==> config.mk <==
export PLATFORM = sky130hd
export DESIGN_NAME = binary_fraction_period_top
export DESIGN_NICKNAME = d
export VERILOG_FILES = /design/src/bfp_pkg.sv /design/src/binary_fraction_period_top.sv /design/src/bfp_div.sv /design/src/bfp_dpath.sv /design/src/bfp_ctrl.sv
export SDC_FILE = /design/constraint.sdc
export NUM_CORES = 2
export LEC_CHECK = 0
export ABC_CLOCK_PERIOD_IN_PS = 37400
export BUFFER_PORTS_ARGS = -buffer_cell sky130_fd_sc_hd__buf_2
export CORE_MARGIN = 2
export CORE_UTILIZATION = 45
export DETAILED_ROUTE_END_ITERATION = 12
export PLACE_DENSITY = 0.65
export SYNTH_ARGS = -nofsm -noshare
export SYNTH_HDL_FRONTEND = slang
export SYNTH_SLANG_ARGS = --single-unit
==> constraint.sdc <==
create_clock -name clock -period 37.4 [get_ports clock]
set_clock_uncertainty 0.1 [all_clocks]
set_input_delay 7.48 -clock clock [delete_from_list [all_inputs] [get_ports clock]]
set_output_delay 7.48 -clock clock [all_outputs]
set_load 0.02 [all_outputs]
==> src/bfp_pkg.sv <==
// ----------------------------------------------------------------------------
// bfp_pkg
// Shared types for the binary fraction period block: the datapath operation
// codes issued by the controller and the status returned by the datapath.
// ----------------------------------------------------------------------------
package bfp_pkg;

   localparam int unsigned VAL_W = 31;
   localparam int unsigned IDX_W = 6;

   typedef enum logic [4:0] {
      OP_NONE,
      OP_LOAD,
      OP_GCD_DIV,
      OP_GCD_STEP,
      OP_RED_DIV,
      OP_RED_SET,
      OP_HALVE,
      OP_ONE,
      OP_TOT_INIT,
      OP_N_DIV,
      OP_TAKE_DM1,
      OP_TAKE_D,
      OP_NEXT_D,
      OP_TOT_FIN,
      OP_ORD_INIT,
      OP_REST_TAKE,
      OP_F_D,
      OP_F_N,
      OP_T_DIV,
      OP_PW_INIT,
      OP_MUL_RB,
      OP_MUL_BB,
      OP_MR_DIV,
      OP_SET_R,
      OP_SET_B,
      OP_ORD_TAKE,
      OP_EMIT
   } op_type;

   typedef struct packed {
      op_type op;
   } cmd_type;

   typedef struct packed {
      logic div_busy;
      logic b_zero;
      logic rem_zero;
      logic m_even;
      logic m_one;
      logic d_ok;
      logic n_gt1;
      logic e_zero;
      logic e_odd;
      logic r_one;
   } stat_type;

endpackage

==> src/binary_fraction_period_top.sv <==
// Each trial divisor costs one narrow division on the shared divider, and each
// modular square or product costs a wide reduction on the same divider.
// Throughput: one fraction at a time; the next beat is taken once the result is latched.
// Reset: synchronous, active high; clears the controller and the result valid flag.
// ----------------------------------------------------------------------------
// binary_fraction_period_top
// Preperiod index and period length of the binary expansion of a fraction.
// ----------------------------------------------------------------------------
module binary_fraction_period_top #(
   parameter int unsigned TRIAL_LIMIT = 46400
) (
   input  logic        clock,
   input  logic        reset,
   input  logic        req_tvalid,
   output logic        req_tready,
   input  logic [63:0] req_tdata,   // numerator [30:0], denominator [61:31], zero pad
   output logic        rsp_tvalid,
   input  logic        rsp_tready,
   output logic [39:0] rsp_tdata    // preperiod_index [5:0], period_length [36:6], zero pad
);

   bfp_pkg::cmd_type  cmd;
   bfp_pkg::stat_type stat;
   logic [bfp_pkg::IDX_W-1:0] preperiod_index;
   logic [bfp_pkg::VAL_W-1:0] period_length;

   bfp_ctrl u_ctrl (
      .clock      (clock),
      .reset      (reset),
      .req_tvalid (req_tvalid),
      .req_tready (req_tready),
      .rsp_tvalid (rsp_tvalid),
      .rsp_tready (rsp_tready),
      .stat       (stat),
      .cmd        (cmd)
   );

   bfp_dpath #(
      .TRIAL_LIMIT (TRIAL_LIMIT)
   ) u_dpath (
      .clock           (clock),
      .reset           (reset),
      .cmd             (cmd),
      .numerator       (req_tdata[30:0]),
      .denominator     (req_tdata[61:31]),
      .stat            (stat),
      .preperiod_index (preperiod_index),
      .period_length   (period_length)
   );

   assign rsp_tdata = {3'b000, period_length, preperiod_index};

endmodule

==> src/bfp_div.sv <==
// ----------------------------------------------------------------------------
// bfp_div
// Restoring divider, one quotient bit per cycle. Narrow mode divides a 31-bit
// dividend; wide mode reduces a 62-bit product.
// ----------------------------------------------------------------------------
module bfp_div (
   input  logic                            clock,
   input  logic                            reset,
   input  logic                            start,
   input  logic                            wide,
   input  logic [2*bfp_pkg::VAL_W-1:0]     dividend,
   input  logic [bfp_pkg::VAL_W-1:0]       divisor,
   output logic                            busy,
   output logic [bfp_pkg::VAL_W-1:0]       quo,
   output logic [bfp_pkg::VAL_W-1:0]       rem
);

   localparam int unsigned W  = bfp_pkg::VAL_W;
   localparam int unsigned CW = $clog2(2*W + 1);

   logic           busy_ff, busy_in;
   logic [CW-1:0]  cnt_ff, cnt_in;
   logic [2*W-1:0] qr_ff, qr_in;
   logic [W-1:0]   rem_ff, rem_in;
   logic [W-1:0]   dvs_ff, dvs_in;
   logic [W:0]     trial;
   logic [W:0]     diff;
   logic           ge;

   assign trial = {rem_ff, qr_ff[2*W-1]};
   assign ge    = trial >= {1'b0, dvs_ff};
   assign diff  = trial - {1'b0, dvs_ff};

   always_comb begin
      busy_in = busy_ff;
      cnt_in  = cnt_ff;
      qr_in   = qr_ff;
      rem_in  = rem_ff;
      dvs_in  = dvs_ff;
      if (start) begin
         busy_in = 1'b1;
         dvs_in  = divisor;
         rem_in  = '0;
         if (wide) begin
            qr_in  = dividend;
            cnt_in = CW'(2*W);
         end else begin
            qr_in  = {dividend[W-1:0], {W{1'b0}}};
            cnt_in = CW'(W);
         end
      end else if (busy_ff) begin
         rem_in = ge ? diff[W-1:0] : trial[W-1:0];
         qr_in  = {qr_ff[2*W-2:0], ge};
         cnt_in = cnt_ff - CW'(1);
         if (cnt_ff == CW'(1)) begin
            busy_in = 1'b0;
         end
      end
   end

   always_ff @(posedge clock) begin
      if (reset) begin
         busy_ff <= 1'b0;
         cnt_ff  <= '0;
      end else begin
         busy_ff <= busy_in;
         cnt_ff  <= cnt_in;
      end
      qr_ff  <= qr_in;
      rem_ff <= rem_in;
      dvs_ff <= dvs_in;
   end

   assign busy = busy_ff;
   assign quo  = qr_ff[W-1:0];
   assign rem  = rem_ff;

   // The partial remainder never reaches the divisor while a division runs.
   a_rem_below: assert property (@(posedge clock) disable iff (reset)
      busy_ff |-> rem_ff < dvs_ff)
      else $error("divider remainder out of range");

   a_last_step: assert property (@(posedge clock) disable iff (reset)
      (busy_ff && cnt_ff == CW'(1) && !start) |=> !busy_ff)
      else $error("divider ran past its last step");

endmodule

==> src/bfp_dpath.sv <==
// ----------------------------------------------------------------------------
// bfp_dpath
// Datapath: working registers for gcd, totient and order search, one shared
// multiplier, a squarer for the trial bound, the shared divider and the result register.
// ----------------------------------------------------------------------------
module bfp_dpath #(
   parameter int unsigned TRIAL_LIMIT = 46400
) (
   input  logic                          clock,
   input  logic                          reset,
   input  bfp_pkg::cmd_type              cmd,
   input  logic [bfp_pkg::VAL_W-1:0]     numerator,
   input  logic [bfp_pkg::VAL_W-1:0]     denominator,
   output bfp_pkg::stat_type             stat,
   output logic [bfp_pkg::IDX_W-1:0]     preperiod_index,
   output logic [bfp_pkg::VAL_W-1:0]     period_length
);

   localparam int unsigned W   = bfp_pkg::VAL_W;
   localparam int unsigned DW  = $clog2(TRIAL_LIMIT + 3);
   localparam int unsigned SQW = (2*DW > W) ? 2*DW : W;

   logic [W-1:0]           a_ff, a_in, b_ff, b_in, qin_ff, qin_in, m_ff, m_in;
   logic [W-1:0]           n_ff, n_in, t_ff, t_in, f_ff, f_in, cand_ff, cand_in;
   logic [W-1:0]           e_ff, e_in, r_ff, r_in, pb_ff, pb_in;
   logic [DW-1:0]          d_ff, d_in;
   logic [bfp_pkg::IDX_W-1:0] twos_ff, twos_in, pre_ff, pre_in;
   logic [W-1:0]           per_ff, per_in;
   logic [2*W-1:0]         prod_ff, prod_in;

   logic [W-1:0]   mul_x, mul_y;
   logic [2*W-1:0] mul_p;
   logic [SQW-1:0] dsq;
   logic [DW-1:0]  d_next;
   logic [W-1:0]   den_fix;

   logic           div_start, div_wide, div_busy;
   logic [2*W-1:0] div_dvd;
   logic [W-1:0]   div_dvs, div_quo, div_rem;

   assign den_fix = (denominator == '0) ? W'(1) : denominator;
   assign d_next  = (d_ff == DW'(2)) ? DW'(3) : d_ff + DW'(2);
   assign dsq     = SQW'(d_ff) * SQW'(d_ff);
   assign mul_p   = mul_x * mul_y;

   always_comb begin
      mul_x = t_ff;
      mul_y = W'(d_ff);
      unique case (cmd.op)
         bfp_pkg::OP_TAKE_DM1: mul_y = W'(d_ff - DW'(1));
         bfp_pkg::OP_TOT_FIN:  mul_y = n_ff - W'(1);
         bfp_pkg::OP_MUL_RB: begin
            mul_x = r_ff;
            mul_y = pb_ff;
         end
         bfp_pkg::OP_MUL_BB: begin
            mul_x = pb_ff;
            mul_y = pb_ff;
         end
         default: begin
         end
      endcase
   end

   always_comb begin
      div_start = 1'b0;
      div_wide  = 1'b0;
      div_dvd   = {W'(0), n_ff};
      div_dvs   = W'(d_ff);
      unique case (cmd.op)
         bfp_pkg::OP_GCD_DIV: begin
            div_start = 1'b1;
            div_dvd   = {W'(0), a_ff};
            div_dvs   = b_ff;
         end
         bfp_pkg::OP_RED_DIV: begin
            div_start = 1'b1;
            div_dvd   = {W'(0), qin_ff};
            div_dvs   = a_ff;
         end
         bfp_pkg::OP_N_DIV: div_start = 1'b1;
         bfp_pkg::OP_T_DIV: begin
            div_start = 1'b1;
            div_dvd   = {W'(0), t_ff};
            div_dvs   = f_ff;
         end
         bfp_pkg::OP_MR_DIV: begin
            div_start = 1'b1;
            div_wide  = 1'b1;
            div_dvd   = prod_ff;
            div_dvs   = m_ff;
         end
         default: begin
         end
      endcase
   end

   bfp_div u_div (
      .clock    (clock),
      .reset    (reset),
      .start    (div_start),
      .wide     (div_wide),
      .dividend (div_dvd),
      .divisor  (div_dvs),
      .busy     (div_busy),
      .quo      (div_quo),
      .rem      (div_rem)
   );

   always_comb begin
      a_in    = a_ff;
      b_in    = b_ff;
      qin_in  = qin_ff;
      m_in    = m_ff;
      n_in    = n_ff;
      t_in    = t_ff;
      f_in    = f_ff;
      cand_in = cand_ff;
      e_in    = e_ff;
      r_in    = r_ff;
      pb_in   = pb_ff;
      d_in    = d_ff;
      twos_in = twos_ff;
      pre_in  = pre_ff;
      per_in  = per_ff;
      prod_in = prod_ff;
      unique case (cmd.op)
         bfp_pkg::OP_LOAD: begin
            a_in    = numerator;
            b_in    = den_fix;
            qin_in  = den_fix;
            twos_in = '0;
         end
         bfp_pkg::OP_GCD_STEP: begin
            a_in = b_ff;
            b_in = div_rem;
         end
         bfp_pkg::OP_RED_SET: m_in = div_quo;
         bfp_pkg::OP_HALVE: begin
            m_in    = {1'b0, m_ff[W-1:1]};
            twos_in = twos_ff + bfp_pkg::IDX_W'(1);
         end
         bfp_pkg::OP_ONE: t_in = W'(1);
         bfp_pkg::OP_TOT_INIT: begin
            n_in = m_ff;
            t_in = W'(1);
            d_in = DW'(2);
         end
         bfp_pkg::OP_TAKE_DM1, bfp_pkg::OP_TAKE_D: begin
            n_in = div_quo;
            t_in = mul_p[W-1:0];
         end
         bfp_pkg::OP_NEXT_D:   d_in = d_next;
         bfp_pkg::OP_TOT_FIN:  t_in = mul_p[W-1:0];
         bfp_pkg::OP_ORD_INIT: begin
            n_in = t_ff;
            d_in = DW'(2);
         end
         bfp_pkg::OP_REST_TAKE: n_in = div_quo;
         bfp_pkg::OP_F_D:       f_in = W'(d_ff);
         bfp_pkg::OP_F_N:       f_in = n_ff;
         bfp_pkg::OP_PW_INIT: begin
            cand_in = div_quo;
            e_in    = div_quo;
            r_in    = W'(1);
            pb_in   = W'(2);
         end
         bfp_pkg::OP_MUL_RB, bfp_pkg::OP_MUL_BB: prod_in = mul_p;
         bfp_pkg::OP_SET_R: r_in = div_rem;
         bfp_pkg::OP_SET_B: begin
            pb_in = div_rem;
            e_in  = {1'b0, e_ff[W-1:1]};
         end
         bfp_pkg::OP_ORD_TAKE: t_in = cand_ff;
         bfp_pkg::OP_EMIT: begin
            pre_in = twos_ff + bfp_pkg::IDX_W'(1);
            per_in = t_ff;
         end
         default: begin
         end
      endcase
   end

   always_ff @(posedge clock) begin
      a_ff    <= a_in;
      b_ff    <= b_in;
      qin_ff  <= qin_in;
      m_ff    <= m_in;
      n_ff    <= n_in;
      t_ff    <= t_in;
      f_ff    <= f_in;
      cand_ff <= cand_in;
      e_ff    <= e_in;
      r_ff    <= r_in;
      pb_ff   <= pb_in;
      d_ff    <= d_in;
      twos_ff <= twos_in;
      pre_ff  <= pre_in;
      per_ff  <= per_in;
      prod_ff <= prod_in;
   end

   assign stat.div_busy = div_busy;
   assign stat.b_zero   = (b_ff == '0);
   assign stat.rem_zero = (div_rem == '0);
   assign stat.m_even   = ~m_ff[0];
   assign stat.m_one    = (m_ff == W'(1));
   assign stat.d_ok     = (d_ff <= DW'(TRIAL_LIMIT)) && (dsq <= SQW'(n_ff));
   assign stat.n_gt1    = (n_ff > W'(1));
   assign stat.e_zero   = (e_ff == '0);
   assign stat.e_odd    = e_ff[0];
   assign stat.r_one    = (r_ff == W'(1));

   assign preperiod_index = pre_ff;
   assign period_length   = per_ff;

   // The totient search starts only on an odd modulus.
   a_m_odd: assert property (@(posedge clock) disable iff (reset)
      (cmd.op == bfp_pkg::OP_TOT_INIT) |-> m_ff[0])
      else $error("modulus still even at totient start");

   // A modular product is always reduced below the modulus.
   a_r_reduced: assert property (@(posedge clock) disable iff (reset)
      (cmd.op == bfp_pkg::OP_SET_R) |=> (r_ff < m_ff))
      else $error("modular product not reduced");

endmodule

==> src/bfp_ctrl.sv <==
// ----------------------------------------------------------------------------
// bfp_ctrl
// Controller: sequences gcd reduction, stripping of twos, the totient and
// the order search, and holds the result beat until it is taken.
// ----------------------------------------------------------------------------
module bfp_ctrl (
   input  logic              clock,
   input  logic              reset,
   input  logic              req_tvalid,
   output logic              req_tready,
   output logic              rsp_tvalid,
   input  logic              rsp_tready,
   input  bfp_pkg::stat_type stat,
   output bfp_pkg::cmd_type  cmd
);

   typedef enum logic [4:0] {
      S_IDLE, S_GCD, S_GCD_W, S_RED_W, S_STRIP, S_TOT, S_TOT_W, S_TOT_I,
      S_ORDI, S_ORD, S_ORD_W, S_RST, S_RST_W, S_SH, S_SH_W, S_PW, S_RB_D,
      S_RB_W, S_PBB, S_BB_D, S_BB_W, S_CHK, S_EMIT
   } state_type;

   state_type state_ff, state_in;
   logic      inner_ff, inner_in;
   logic      tail_ff, tail_in;
   logic      valid_ff, valid_in;

   always_comb begin
      state_in = state_ff;
      inner_in = inner_ff;
      tail_in  = tail_ff;
      valid_in = valid_ff && !rsp_tready;
      cmd.op   = bfp_pkg::OP_NONE;
      unique case (state_ff)
         S_IDLE: begin
            if (req_tvalid) begin
               cmd.op   = bfp_pkg::OP_LOAD;
               state_in = S_GCD;
            end
         end
         S_GCD: begin
            if (stat.b_zero) begin
               cmd.op   = bfp_pkg::OP_RED_DIV;
               state_in = S_RED_W;
            end else begin
               cmd.op   = bfp_pkg::OP_GCD_DIV;
               state_in = S_GCD_W;
            end
         end
         S_GCD_W: begin
            if (!stat.div_busy) begin
               cmd.op   = bfp_pkg::OP_GCD_STEP;
               state_in = S_GCD;
            end
         end
         S_RED_W: begin
            if (!stat.div_busy) begin
               cmd.op   = bfp_pkg::OP_RED_SET;
               state_in = S_STRIP;
            end
         end
         S_STRIP: begin
            priority if (stat.m_even) begin
               cmd.op = bfp_pkg::OP_HALVE;
            end else if (stat.m_one) begin
               cmd.op   = bfp_pkg::OP_ONE;
               state_in = S_EMIT;
            end else begin
               cmd.op   = bfp_pkg::OP_TOT_INIT;
               state_in = S_TOT;
            end
         end
         S_TOT: begin
            inner_in = 1'b0;
            if (stat.d_ok) begin
               cmd.op   = bfp_pkg::OP_N_DIV;
               state_in = S_TOT_W;
            end else begin
               // A cofactor left after trial division is prime.
               if (stat.n_gt1) begin
                  cmd.op = bfp_pkg::OP_TOT_FIN;
               end
               state_in = S_ORDI;
            end
         end
         S_TOT_W: begin
            if (!stat.div_busy) begin
               if (stat.rem_zero) begin
                  cmd.op   = inner_ff ? bfp_pkg::OP_TAKE_D : bfp_pkg::OP_TAKE_DM1;
                  inner_in = 1'b1;
                  state_in = S_TOT_I;
               end else begin
                  cmd.op   = bfp_pkg::OP_NEXT_D;
                  state_in = S_TOT;
               end
            end
         end
         S_TOT_I: begin
            cmd.op   = bfp_pkg::OP_N_DIV;
            state_in = S_TOT_W;
         end
         S_ORDI: begin
            cmd.op   = bfp_pkg::OP_ORD_INIT;
            state_in = S_ORD;
         end
         S_ORD: begin
            priority if (stat.d_ok) begin
               cmd.op   = bfp_pkg::OP_N_DIV;
               state_in = S_ORD_W;
            end else if (stat.n_gt1) begin
               cmd.op   = bfp_pkg::OP_F_N;
               tail_in  = 1'b1;
               state_in = S_SH;
            end else begin
               state_in = S_EMIT;
            end
         end
         S_ORD_W: begin
            if (!stat.div_busy) begin
               if (stat.rem_zero) begin
                  cmd.op   = bfp_pkg::OP_F_D;
                  state_in = S_RST;
               end else begin
                  cmd.op   = bfp_pkg::OP_NEXT_D;
                  state_in = S_ORD;
               end
            end
         end
         S_RST: begin
            cmd.op   = bfp_pkg::OP_N_DIV;
            state_in = S_RST_W;
         end
         S_RST_W: begin
            if (!stat.div_busy) begin
               if (stat.rem_zero) begin
                  cmd.op   = bfp_pkg::OP_REST_TAKE;
                  state_in = S_RST;
               end else begin
                  tail_in  = 1'b0;
                  state_in = S_SH;
               end
            end
         end
         S_SH: begin
            cmd.op   = bfp_pkg::OP_T_DIV;
            state_in = S_SH_W;
         end
         S_SH_W: begin
            if (!stat.div_busy) begin
               priority if (stat.rem_zero) begin
                  cmd.op   = bfp_pkg::OP_PW_INIT;
                  state_in = S_PW;
               end else if (tail_ff) begin
                  state_in = S_EMIT;
               end else begin
                  cmd.op   = bfp_pkg::OP_NEXT_D;
                  state_in = S_ORD;
               end
            end
         end
         S_PW: begin
            priority if (stat.e_zero) begin
               state_in = S_CHK;
            end else if (stat.e_odd) begin
               cmd.op   = bfp_pkg::OP_MUL_RB;
               state_in = S_RB_D;
            end else begin
               cmd.op   = bfp_pkg::OP_MUL_BB;
               state_in = S_BB_D;
            end
         end
         S_RB_D: begin
            cmd.op   = bfp_pkg::OP_MR_DIV;
            state_in = S_RB_W;
         end
         S_RB_W: begin
            if (!stat.div_busy) begin
               cmd.op   = bfp_pkg::OP_SET_R;
               state_in = S_PBB;
            end
         end
         S_PBB: begin
            cmd.op   = bfp_pkg::OP_MUL_BB;
            state_in = S_BB_D;
         end
         S_BB_D: begin
            cmd.op   = bfp_pkg::OP_MR_DIV;
            state_in = S_BB_W;
         end
         S_BB_W: begin
            if (!stat.div_busy) begin
               cmd.op   = bfp_pkg::OP_SET_B;
               state_in = S_PW;
            end
         end
         S_CHK: begin
            priority if (stat.r_one) begin
               cmd.op   = bfp_pkg::OP_ORD_TAKE;
               state_in = S_SH;
            end else if (tail_ff) begin
               state_in = S_EMIT;
            end else begin
               cmd.op   = bfp_pkg::OP_NEXT_D;
               state_in = S_ORD;
            end
         end
         S_EMIT: begin
            if (!valid_ff || rsp_tready) begin
               cmd.op   = bfp_pkg::OP_EMIT;
               valid_in = 1'b1;
               state_in = S_IDLE;
            end
         end
         default: state_in = S_IDLE;
      endcase
   end

   always_ff @(posedge clock) begin
      if (reset) begin
         state_ff <= S_IDLE;
         inner_ff <= 1'b0;
         tail_ff  <= 1'b0;
         valid_ff <= 1'b0;
      end else begin
         state_ff <= state_in;
         inner_ff <= inner_in;
         tail_ff  <= tail_in;
         valid_ff <= valid_in;
      end
   end

   assign req_tready = (state_ff == S_IDLE);
   assign rsp_tvalid = valid_ff;

   a_emit_valid: assert property (@(posedge clock) disable iff (reset)
      (cmd.op == bfp_pkg::OP_EMIT) |=> valid_ff)
      else $error("result beat not raised after emit");

endmodule

# [Word level (Yosys, flattened, before mapping)]
# Cells that the tools add are included.
[totals] register_bits=601 input_bits=68 output_inout_bits=42 word_cells=228
[op_classes] addsub=6 n_mul=2 n_lt_le_gt_ge=4 eq_ne=67 muxes=91 n_reduce_logical=33
[ops] operator="one-hot mux 31 bit (2 select lines)" count=8
[ops] operator="one-hot mux 31 bit (3 select lines)" count=3
[ops] operator="one-hot mux 62 bit (4 select lines)" count=1
[ops] operator="2-to-1 mux 62 bit" count=3
[ops] operator="2-to-1 mux 5 bit" count=34
[ops] operator="zero test 31 bit" count=4
[ops] operator="one-hot mux 31 bit (4 select lines)" count=1
[ops] operator="one-hot mux 5 bit (23 select lines)" count=1
[ops] operator="one-hot mux 5 bit (21 select lines)" count=1
[ops] operator="== test 5 bit (second input constant)" count=18
[ops] operator="== test 5 x 4 -> 1 bit (second input constant)" count=16
[ops] operator="== test 31 x 1 -> 1 bit (second input constant)" count=2
[ops] operator="multiplier 31 x 31 -> 62 bit" count=1
[ops] operator="2-to-1 mux 31 bit" count=2
[ops] operator="== test 5 x 3 -> 1 bit (second input constant)" count=8
[ops] operator=">= comparator 32 x 31 -> 1 bit" count=1
[ops] operator="<= comparator 32 x 31 -> 1 bit" count=1
[ops] operator="multiplier 16 x 16 -> 32 bit" count=1
[ops] operator="one-hot mux 16 bit (2 select lines)" count=1
[ops] operator="> comparator 31 x 1 -> 1 bit (second input constant)" count=1
[ops] operator="subtractor 31 x 1 -> 31 bit (second input constant)" count=1
[ops] operator="subtractor 31 bit" count=1
[ops] operator="inequality test 2 bit (second input constant)" count=13
[ops] operator="== test 5 x 2 -> 1 bit (second input constant)" count=4
[ops] operator="29 further kinds" count=76

# [Logic depth before layout (Yosys ltp)]
[depth] ltp_word=10 mapped_depth=72 ltp_nobuf=66

# [By module]
# From an unflattened synthesis, not the netlist that was laid out.
[unflattened] cells_unflattened=7288 area_unflattened_um2=69260.2
[modules_own_cells] mod="bfp_dpath" instances=1 cells_per_inst=6277 area_per_inst_um2=60177.7 seq_area_each_um2=13873.3
[modules_own_cells] mod="bfp_div" instances=1 cells_per_inst=807 area_per_inst_um2=7669.9 seq_area_each_um2=3553.4
[modules_own_cells] mod="bfp_ctrl" instances=1 cells_per_inst=200 area_per_inst_um2=1386.3 seq_area_each_um2=160.2
[modules_own_cells] mod="binary_fraction_period_top" instances=1 cells_per_inst=4 area_per_inst_um2=26.3 seq_area_each_um2=0.0

# [Worst setup path before layout]
# Ideal clock, no wire load.
[synth_timing] path_kind="input to register" startpoint="in rsp_tready" endpoint="reg u_dpath.prod_ff[61] (data pin)" arrival_time_ns=18.706 setup_slack_ns=18.318 path_stages=39 cell_sequence="nor2b_1 nor2_1 nor3_1 nand3_1 nor3_1 a211oi_2 nand2b_1 buf_6 clkinv_4 buf_2 buf_2 a221o_1 buf_2 nand2_1 fa_1 inv_1 fa_1 inv_1 (+3 left out) inv_1 fa_1 fa_1 fa_1 ha_1 clkbuf_1 and4_1 and3_1 nand3_1 a21oi_1 o221ai_1 a22oi_1 a311oi_1 a21oi_1 a31o_2 a211oi_1 mux2i_1 a221oi_1"
[synth_between] elab_chain_len=7 elab_cells_between_ends=11 classes_between="mul (1); eq/ne (4); mux (4); reduce/logical (2)"
[synth_lines] element="start, declared" line="binary_fraction_period_top.sv:18" text="input logic rsp_tready,"
[synth_lines] element="logical OR 1 bit (*)" line="bfp_ctrl.sv:208" text="if (!valid_ff || rsp_tready) begin"
[synth_lines] element="2-to-1 mux 5 bit (*)" line="bfp_ctrl.sv:208"
[synth_lines] element="one-hot mux 5 bit (21 select lines) (*)" line="bfp_ctrl.sv:34" text="unique case (state_ff)"
[synth_lines] element="== test 5 bit" line="bfp_dpath.sv:49" text="unique case (cmd.op)"
[synth_lines] element="OR reduction 2 bit (no line)"
[synth_lines] element="one-hot mux 31 bit (3 select lines)" line="bfp_dpath.sv:49"
[synth_lines] element="multiplier 31 x 31 -> 62 bit (*)" line="bfp_dpath.sv:44" text="assign mul_p = mul_x * mul_y;"
[synth_lines] element="named net u_dpath.mul_p[61]" line="bfp_dpath.sv:32" text="logic [2*W-1:0] mul_p;"
[synth_lines] element="end signal, assigned" line="bfp_dpath.sv:200" text="prod_ff <= prod_in;"
[synth_lines] element="end, declared" line="bfp_dpath.sv:29" text="logic [2*W-1:0] prod_ff, prod_in;"
# Mark *: on every way through the listed nets, which the timed path passes. The rest lies on a longest branch.
# A chain may end at the register's enable or synchronous reset.

# [Worst setup path after layout]
# Same ends and word-level chain as after synthesis.

==> impl_metrics.env <==
export IMPL_min_path_type="reg2reg"
export IMPL_synth_seq_cells=601
export IMPL_synthDominantAreaCellType="sky130_fd_sc_hd__fa_1"
export IMPL_layout_overhead_on_the_synthesized_area_pct=7.37
export IMPL_initialDrtViolationCount=6946
export IMPL_outcome="complete, no violations"
export IMPL_cts_sinks=601
export IMPL_hold_crit_endpoint="u_ctrl.inner_ff"
export IMPL_hold_path_startpoint="u_ctrl.inner_ff"
export IMPL_globalplace_congestion=1.02
export IMPL_detail_route_wirelength_um=235000
export IMPL_grt_pass1_wl_um=348000
export IMPL_port_buffers=104
export IMPL_r2r_slack_ns=16.53
export IMPL_clock_latency_ns=0.64
export IMPL_floorplan_die_width_um=391
export IMPL_timing_final_crit_period_ns=20.90
export IMPL_max_clock_freq_ghz=0.0478
export IMPL_syn_instance_count=6976
export IMPL_antenna_found_initial=12
export IMPL_timing_rr_end="u_dpath.prod_ff[61]"
export IMPL_synth_yosys_warnings=0
export IMPL_min_delay_path_depth=2
export IMPL_layout_commonest_cell="sky130_fd_sc_hd__inv_1"
export IMPL_setup_tns_final_ns=0
export IMPL_die_area_um2=153000
export IMPL_synthesis_area_um2=67600
export IMPL_drt_wirelength_per_cell_um=26.2
export IMPL_worst_ep_arrival_ns=21.13
export IMPL_globalRoute_totalOverflow=0
export IMPL_numCtsBuffers=68
export IMPL_dr_total_vias=53048
export IMPL_synthArstFlopShare_pct=0
export IMPL_die_span_in_y_um=391
export IMPL_via_per_inst=5.90
export IMPL_ff2ff_path_depth=59
export IMPL_drc=0
export IMPL_synth_cell_type_count=91
export IMPL_setup_viol=0
export IMPL_top_library_cells_by_usage_in_the_layout_fill_and_taps_aside="1,200 x sky130_fd_sc_hd__inv_1, 999 x sky130_fd_sc_hd__fa_1, 954 x sky130_fd_sc_hd__nand2_1"
export IMPL_min_period_over_period_pct=55.9
export IMPL_rsz0062_at_grt="false"
export IMPL_mux_contribution_to_synthesized_area_pct=1.77
export IMPL_slowest_stage="sky130_fd_sc_hd__a311oi_1"
export IMPL_place_detailed_hpwl_um=179000
export IMPL_synth_top_cell_area_share_pct=29.6
export IMPL_tightestPinTransition_ns=1.30
export IMPL_post_cts_resized_instances=0
export IMPL_final_antenna_net_count=0
export IMPL_coreArea_um2=149000
export IMPL_post_cts_buffers=0
export IMPL_crit_fanout=74
export IMPL_ctsHtreeMaxLevel=3
export IMPL_synth_top_cells_by_area="sky130_fd_sc_hd__fa_1 30%, sky130_fd_sc_hd__edfxtp_1 25%, sky130_fd_sc_hd__ha_1 7.9%"
export IMPL_final_layout_size_suffix_gt1_share_pct=7.60
export IMPL_floorplan_initialDensity_pct=45.2
export IMPL_final_nets=8423
export IMPL_first_global_vias=53282
export IMPL_placement_rows=142
export IMPL_max_slew_headroom_pct=13.0
export IMPL_postSynthAreaPerCell_um2=9.68
export IMPL_cts_root_to_sink_buffers=3
export IMPL_number_of_synthesized_flops_with_an_enable_pin=555
export IMPL_criticalPathCategory="in2reg"
export IMPL_worst_path_largest_cell_delay_ns=0.90
export IMPL_grt_max_degree=91
export IMPL_setup_worst_path_start_class="primary input"
export IMPL_synth_sequential_area_ratio_pct=26.0
export IMPL_clock_root_buffer="sky130_fd_sc_hd__clkbuf_16"
export IMPL_drt_first_pass_iters=10
export IMPL_synth_xor_area_share_pct=2.20
export IMPL_critPathCaptureType="register"
export IMPL_maxCapViolCount=0
export IMPL_clk_pin_slew_worst_paths_ns=0.06
export IMPL_tritoncts="yes"
export IMPL_cp_required_ns=37.63
export IMPL_ys_flop_type="sky130_fd_sc_hd__edfxtp_1"
export IMPL_slew_violations=0
export IMPL_dominant_combinational_cell_family_by_area_after_synthesis="adder cells"
export IMPL_post_synth_fa_ha_maj_area_fraction_pct=37.5
export IMPL_basic_gate_share_of_the_synthesized_area_counting_and_or_nand_and_nor_cells_pct=13.7
export IMPL_hold_violations=0
export IMPL_ios=110
export IMPL_ctsHoldBuffers=0
export IMPL_critical_path_most_common_cell="sky130_fd_sc_hd__fa_1"
export IMPL_synth_compound_area_share_pct=9.65
export IMPL_groute_usage_overall_pct=31.0
export IMPL_r2r_start="u_dpath.d_ff[3]"
-- state kept, by name, indices dropped and copies added, names as in the netlist, 16 cells and up --
register               cells
u_dpath.prod_ff           62
u_dpath.u_div.qr_ff       62
u_dpath.a_ff              31
u_dpath.b_ff              31
u_dpath.cand_ff           31
u_dpath.e_ff              31
u_dpath.f_ff              31
u_dpath.m_ff              31
u_dpath.n_ff              31
u_dpath.pb_ff             31
u_dpath.period_length     31
u_dpath.qin_ff            31
u_dpath.r_ff              31
u_dpath.t_ff              31
u_dpath.u_div.dvs_ff      31
u_dpath.u_div.rem         31
u_dpath.d_ff              16
-- area by class of cell --
class                      count  area [um2]
timing repair buffer         272        1780
antenna                        3        7.51
clock inverter                36         236
clock buffer                  84        1780
fill                       13825       76900
sequential                   601       17600
inverter                    1207        4540
multi-input combinational   4777       44100
tap                         2016        2520
-- per-layer routing --
metal | part of all wire (%) | up-vias | wire, um | track usage [%]
met4 | 6.8 | 8 | 16100 | 17.6
met5 | 0.020 | - | 48 | 0
met1 | 38 | 26687 | 89600 | 41.6
met3 | 12 | 612 | 29200 | 7.69
li1 | - | 22512 | - | -
met2 | 43 | 3229 | 101000 | 45.7
-- worst max-delay path, delay by kind of cell --
kind                       cells  cell delay [ns]
adders and majority gates      9             4.61
buffers and inverters          9             2.19
and+or+nand+nor                9             2.36
muxes                          1             0.24
AOI/OAI and AO/OA             13             4.14
-- cells by family after synthesis --
group | after synthesis
and+or+nand+nor | 2125
muxes | 111
AOI/OAI and AO/OA | 940
DFF | 601
xor gates and xnor gates | 170
buffers and inverters | 1600
adders and majority gates | 1428
other | 1
-- cells in the mapped netlist (all sizes together) (28+ instances only) --
cell type  count
nand3         51
o21a          54
nor3          90
inv         1201
a31oi         28
a222oi        74
xnor2        130
nor4          58
buf          118
a22o          60
ha           429
xor2          40
nand2b        36
clkbuf       275
a21oi        202
a22oi         84
mux2i         43
nor2b         33
mux2          68
o21ai        214
nand2        958
nor2         638
a21o          53
fa           999
and2         134
dfxtp         46
nand4         39
edfxtp       555
-- how the worst max path moves through the flow --
stage | start | slack (ns) | endpoint | cells past startpoint
floorplan | rsp_tready | 18.32 | u_dpath.prod_ff[61] | 39
global placement | rsp_tready | 15.98 | u_dpath.prod_ff[61] | 44
detailed placement | rsp_tready | 15.92 | u_dpath.prod_ff[61] | 39
CTS | rsp_tready | 16.54 | u_dpath.prod_ff[61] | 39
global route | u_dpath.d_ff[3] | 15.96 | u_dpath.prod_ff[61] | 59
finish | rsp_tready | 16.50 | u_dpath.prod_ff[61] | 41
-- through the flow --
stage / cell area [um2] / utilization, % / setup slack, ns / hold slack (ns) / cells
after detailed placement: 70500 / 47.2 / 15.92 / 0.363 / 8873
final: 72500 / 48.5 / 16.50 / 0.375 / 8996
after CTS: 72500 / 48.5 / 16.54 / 0.374 / 8993
after floorplan: 67600 / - / 18.32 / 0.337 / 6978
after global routing: 72500 / 48.5 / 15.96 / 0.404 / 8993
after global placement: 70500 / 47.2 / 15.98 / 0.349 / 8873
Power is not shown: default switching activity piles up to over one toggle a cycle in this logic, so the estimate is an artifact.
